--- config.mk ---
export PLATFORM = sky130hd
export DESIGN_NAME = ths_ctrl
export DESIGN_NICKNAME = d
export VERILOG_FILES = /design/src/sv/ths_pkg.sv /design/src/sv/ths_ctrl.sv
export SDC_FILE = /design/constraint.sdc
export NUM_CORES = 1
export LEC_CHECK = 0
export BUFFER_PORTS_ARGS = -buffer_cell sky130_fd_sc_hd__buf_2
export CAP_MARGIN = 15
export CORE_MARGIN = 2
export CORE_UTILIZATION = 41
export CTS_CLUSTER_DIAMETER = 50
export DETAILED_ROUTE_END_ITERATION = 8
export GPL_TIMING_DRIVEN = 0
export PLACE_DENSITY = 0.68
export SETUP_SLACK_MARGIN = 0.1
export SKIP_LAST_GASP = 1
export SYNTH_ARGS = -nofsm -noshare
export SYNTH_HDL_FRONTEND = slang
export SYNTH_SLANG_ARGS = --single-unit
--- constraint.sdc ---
create_clock -name clock -period 1.73 [get_ports clock]
set_clock_uncertainty 0.2 [all_clocks]
set_input_delay 0.173 -clock clock [delete_from_list [all_inputs] [get_ports clock]]
set_output_delay 0.173 -clock clock [all_outputs]
set_load 0.05 [all_outputs]
--- src/sv/ths_pkg.sv ---
// ths_pkg: shared constants, codes and control structs of the terrain horizon scan
// depends on nothing; used by ths_ctrl, ths_dp and terrain_horizon_scan
`timescale 1ns / 1ps
`default_nettype none
package ths_pkg;

   localparam int MAX_POINTS_DEF  = 1024;
   localparam int ANGLE_FRAC_DEF  = 24;

   localparam int HEIGHT_W   = 18;
   localparam int DIST_W     = 30;
   localparam int ANG_OUT_W  = 32;
   localparam int ANT_W      = 16;
   localparam int SPACING_W  = 20;
   localparam int RADIUS_W   = 26;
   localparam int DIFF_W     = 20;
   localparam int DEN_W      = 30;
   localparam int REM_W      = 31;
   localparam int CSR_IDX_W  = 3;
   localparam int CSR_DATA_W = 30;

   localparam logic [DIST_W-1:0] DIST_MAX = {DIST_W{1'b1}};

   // register indexes
   localparam logic [CSR_IDX_W-1:0] REG_TX_ANT  = 3'd0;
   localparam logic [CSR_IDX_W-1:0] REG_RX_ANT  = 3'd1;
   localparam logic [CSR_IDX_W-1:0] REG_SPACING = 3'd2;
   localparam logic [CSR_IDX_W-1:0] REG_PATH    = 3'd3;
   localparam logic [CSR_IDX_W-1:0] REG_RADIUS  = 3'd4;

   // register reset values
   localparam logic [ANT_W-1:0]     TX_ANT_RST  = 16'd80;
   localparam logic [ANT_W-1:0]     RX_ANT_RST  = 16'd80;
   localparam logic [SPACING_W-1:0] SPACING_RST = 20'd800;
   localparam logic [DIST_W-1:0]    PATH_RST    = 30'd818400;
   localparam logic [RADIUS_W-1:0]  RADIUS_RST  = 26'd8495000;

   // divider operations
   typedef enum logic [2:0] {
      OP_LOS_C,
      OP_LOS_TX,
      OP_LOS_RX,
      OP_TX_R,
      OP_TX_C,
      OP_RX_R,
      OP_RX_C
   } op_type;

   typedef struct packed {
      logic   load;
      logic   div_start;
      op_type op;
      logic   apply;
      logic   scan_init;
      logic   advance;
      logic   out_load;
   } cmd_type;

   typedef struct packed {
      logic div_done;
      logic div_busy;
      logic k_end;
      logic tx_ok;
      logic rx_ok;
      logic out_free;
   } status_type;

endpackage
`default_nettype wire

--- src/sv/ths_ctrl.sv ---
// ths_ctrl: sequencer of profile load, divider operations and result hand-off
// depends on ths_pkg
`timescale 1ns / 1ps
`default_nettype none
module ths_ctrl
   import ths_pkg::*;
(
   input  wire        clock,
   input  wire        reset,
   input  wire        req_valid,
   input  wire        req_last_point,
   output logic       req_ready,
   input  status_type status,
   output cmd_type    cmd
);

   typedef enum logic [2:0] {
      ST_LOAD,
      ST_DIV_GO,
      ST_DIV_WAIT,
      ST_CHECK,
      ST_READ,
      ST_OUT
   } state_type;

   state_type state_ff, state_in;
   op_type    op_ff, op_in;

   always_comb begin
      state_in      = state_ff;
      op_in         = op_ff;
      cmd           = '0;
      cmd.op        = op_ff;
      req_ready     = 1'b0;
      case (state_ff)
         ST_LOAD: begin
            req_ready = 1'b1;
            cmd.load  = req_valid;
            if (req_valid && req_last_point) begin
               op_in    = OP_LOS_C;
               state_in = ST_DIV_GO;
            end
         end
         ST_DIV_GO: begin
            cmd.div_start = 1'b1;
            state_in      = ST_DIV_WAIT;
         end
         ST_DIV_WAIT: begin
            if (status.div_done) begin
               cmd.apply = 1'b1;
               case (op_ff)
                  OP_LOS_C: begin
                     op_in    = OP_LOS_TX;
                     state_in = ST_DIV_GO;
                  end
                  OP_LOS_TX: begin
                     op_in    = OP_LOS_RX;
                     state_in = ST_DIV_GO;
                  end
                  OP_LOS_RX: begin
                     cmd.scan_init = 1'b1;
                     state_in      = ST_CHECK;
                  end
                  OP_TX_R: begin
                     op_in    = OP_TX_C;
                     state_in = ST_DIV_GO;
                  end
                  OP_TX_C: begin
                     if (status.rx_ok) begin
                        op_in    = OP_RX_R;
                        state_in = ST_DIV_GO;
                     end else begin
                        cmd.advance = 1'b1;
                        state_in    = ST_CHECK;
                     end
                  end
                  OP_RX_R: begin
                     op_in    = OP_RX_C;
                     state_in = ST_DIV_GO;
                  end
                  OP_RX_C: begin
                     cmd.advance = 1'b1;
                     state_in    = ST_CHECK;
                  end
                  default: state_in = ST_LOAD;
               endcase
            end
         end
         ST_CHECK: begin
            state_in = status.k_end ? ST_OUT : ST_READ;
         end
         ST_READ: begin
            if (status.tx_ok) begin
               op_in    = OP_TX_R;
               state_in = ST_DIV_GO;
            end else if (status.rx_ok) begin
               op_in    = OP_RX_R;
               state_in = ST_DIV_GO;
            end else begin
               cmd.advance = 1'b1;
               state_in    = ST_CHECK;
            end
         end
         ST_OUT: begin
            if (status.out_free) begin
               cmd.out_load = 1'b1;
               state_in     = ST_LOAD;
            end
         end
         default: state_in = ST_LOAD;
      endcase
   end

   always_ff @(posedge clock) begin
      if (reset) begin
         state_ff <= ST_LOAD;
         op_ff    <= OP_LOS_C;
      end else begin
         state_ff <= state_in;
         op_ff    <= op_in;
      end
   end

   a_no_restart: assert property (@(posedge clock) disable iff (reset)
      status.div_busy |-> !cmd.div_start)
      else $error("divider restarted while busy");

   a_scan_blocks_load: assert property (@(posedge clock) disable iff (reset)
      req_valid && req_ready && req_last_point |=> !req_ready)
      else $error("item taken during scan");

   a_apply_after_done: assert property (@(posedge clock) disable iff (reset)
      cmd.apply |-> status.div_done && !status.div_busy)
      else $error("result applied before division finished");

endmodule
`default_nettype wire

==> summary.txt <==
status = complete, but fails checks
failing checks = setup timing
post-route cell area = 921 sq um
share of cells above drive strength 1 = 55.0%
Final Core Density = 70.8%
post-synthesis sequential area ratio = 20.9%
Mapped Area = 576 sq um
Setup crit start kind = flip-flop
Die W = 41.5 microns
PwrDens = 665 nW/um^2
Worst Slack Setup Final = -95.2 ps
Worst path slowest cell = or4_4
critical path, cell by cell = or4_4 > o31ai_4 > buf_6
Die ar. = 1720 sq um
Iter 0 DRT Violations = 14
total wire length = 1690 microns
syn_area_per_cell = 7.99 sq um
Syn Inst Count = 72
Setup Crit Path Kind = reg -> out
area share of the largest cell type after synthesis = 20.9%
Switch Pwr = 242 uW
DRC Markers = 0
Clock transition at path regs = 50 ps
Setup violations, final = 2
Leak Pwr = 0.375 nW
global routing's busiest layer = met2
largest net degree at the start of global routing = 11
maxcap violations = 0
area grow syn2layout = 60.0%
Rows = 13
CTS tree = built
Slew HR = 77.6%
grt met3 use = 3.04%
core region area = 1300 sq um
die height = 41.5 microns
Worst-Skew Late Latency = 250 ps
CTS Buf Count = 3
critical path buffer and inverter count = 1
clk root buf = clkbuf_4
Critical Path AT = 1450 ps
Setup TNS = -113 ps
Critical Path RT = 1360 ps
# diodes = 0
area leader, netlist = dfxtp_1
min Tclk post-route = 1830 ps
R2R Setup Slk = 140 ps
Post-synth top cells = a21oi_1, inv_1, dfxtp_1
first-pass GRT wire length = 2390 microns
ys async rst share = 0%
CP max stage delay = 570 ps
fmax = 548 MHz
I/O pin count = 20
met2 usage = 26.9%
gr usage total = 17.9%
Final Hold Viols = 0
clock buffer depth = 2
critical path's top delay family = simple AND/OR/NAND/NOR gates
Final nets = 111
DP Area = 761 sq um
met1 Usage GRT = 23.6%
Clk pwr share = 24.2%
Final Slew Violations = 0
drt wl/cell = 14.7 microns
Max VDD drop = 0.000557 V
internal power = 370 uW
Initial Util = 44.2%
worst min-delay path category = in -> reg
router iterations before antenna repair = 4
syn_nets = 82
Net Sw Frac = 39.6%
H-Tree Level Count = 1
port bufs = 18
final worst-path cycle share = 106%
GPL Wtd Cong = 0.859
grt total ovfl = 0
antenna violations before repair = 0
yosys synthesis warning count = 0
sequential fraction of design power = 26.4%
Post-synth EDFFs = 0
CP max FO = 6
Synth area leaders = dfxtp_1, a21oi_1, nand2b_4, inv_1, o22ai_1
Primary FF master, synth = dfxtp_1
Tot Pwr = 613 uW
vias in the first global route = 572
CP endpoint kind = primary output
DP Wirelength = 1140 microns
Routed Antenna Nets = 0
Combinational Power Share = 49.4%
routed via count = 664
Worst Tran Pin Value = 333 ps
DR vias/cell = 5.77
FF+latch count, synth = 6
clk sink count = 6
post-synthesis cell type count = 36
fillers = 107
unrepaired setup endpoints after global routing = yes
## layout make-up
type | count | area, sq um | area share (%)
buffer | 6 | 67.6 | 7.34
clock buffer | 4 | 26.3 | 2.85
inverter | 7 | 26.3 | 2.85
multi-input combinational | 53 | 465 | 50.5
sequential | 6 | 135 | 14.7
tap | 15 | 18.8 | 2.04
timing repair buffer | 24 | 181 | 19.7
## metal layers
metal / wire length, microns / vias up / share of wire [%]
li1: - / 322 / -
met1: 711 / 305 / 42
met2: 813 / 30 / 48
met3: 119 / 7 / 7.0
met4: 44 / 0 / 2.6
met5: 0 / - / 0
## path summary, 6_finish.rpt
kind / cells after the start / to / start
setup reg to reg: 4 / op_ff[1]$_SDFFE_PP0P_ / state_ff[0]$_SDFFE_PP0P_
hold reg to reg: 3 / op_ff[2]$_SDFFE_PP0P_ / state_ff[2]$_SDFFE_PP0P_
hold / removal: 3 / op_ff[2]$_SDFFE_PP0P_ / status[2]
setup / recovery: 3 / cmd[1] / state_ff[0]$_SDFFE_PP0P_
## power by group through the flow
stage,clock [mW],sequential [mW],combinational (mW)
floorplan,0,0.169,0.179
global placement,0,0.163,0.235
detailed placement,0,0.163,0.237
CTS,0.147,0.162,0.254
global route,0.161,0.162,0.321
finish,0.148,0.162,0.302
## cells by family (layout without fill, tap and decap cells)
logic type	Yosys count	count (layout)	synth area share [%]
AOI/OAI and AO/OA	25	25	30.7
buffers and inverters	13	41	11.3
DFF	6	6	20.9
and+or+nand+nor	28	28	37.2
## worst reg2reg max path, delay by kind of cell, from the launching register on
family             cells  cell delay (ps)
AOI/OAI and AO/OA      3              620
DFF                    1              360
and+or+nand+nor        1              300
## cell usage in the layout (no fill, tap or decap), drive strengths merged, types with 3 or more instances in the layout
cell type and count:
buf 29, a21oi 8, inv 7, dfxtp 6, o21ai 4, o22ai 4
clkbuf 4, nand2b 4, nand3 3, nor3 3, nor3b 3
## metrics by stage
stage / worst slack, ps / instances / hold slack, ps
finish: -95.2 / 115 / 75.8
global route: -118 / 115 / 91.1
CTS: -122 / 110 / 82.9
detailed placement: 38.6 / 105 / 212
global placement: 56.5 / 105 / 205
floorplan: 26.4 / 72 / 31.6
## sequential cells by signal, summed over array words and instances, names as in the netlist
name      count
op_ff         3
state_ff      3
## repair_timing
item / in CTS / in global routing
resized for setup: 12 / 14
buffers inserted: 0 / 5
pin swaps: 1 / 1
hold buffers: 1 / 0
cloned: 0 / 0
hold endpoints to repair: 3 / 0
endpoints found under the setup margin: 8 / 9
Note: power is estimated with default switching activity, not from simulation.
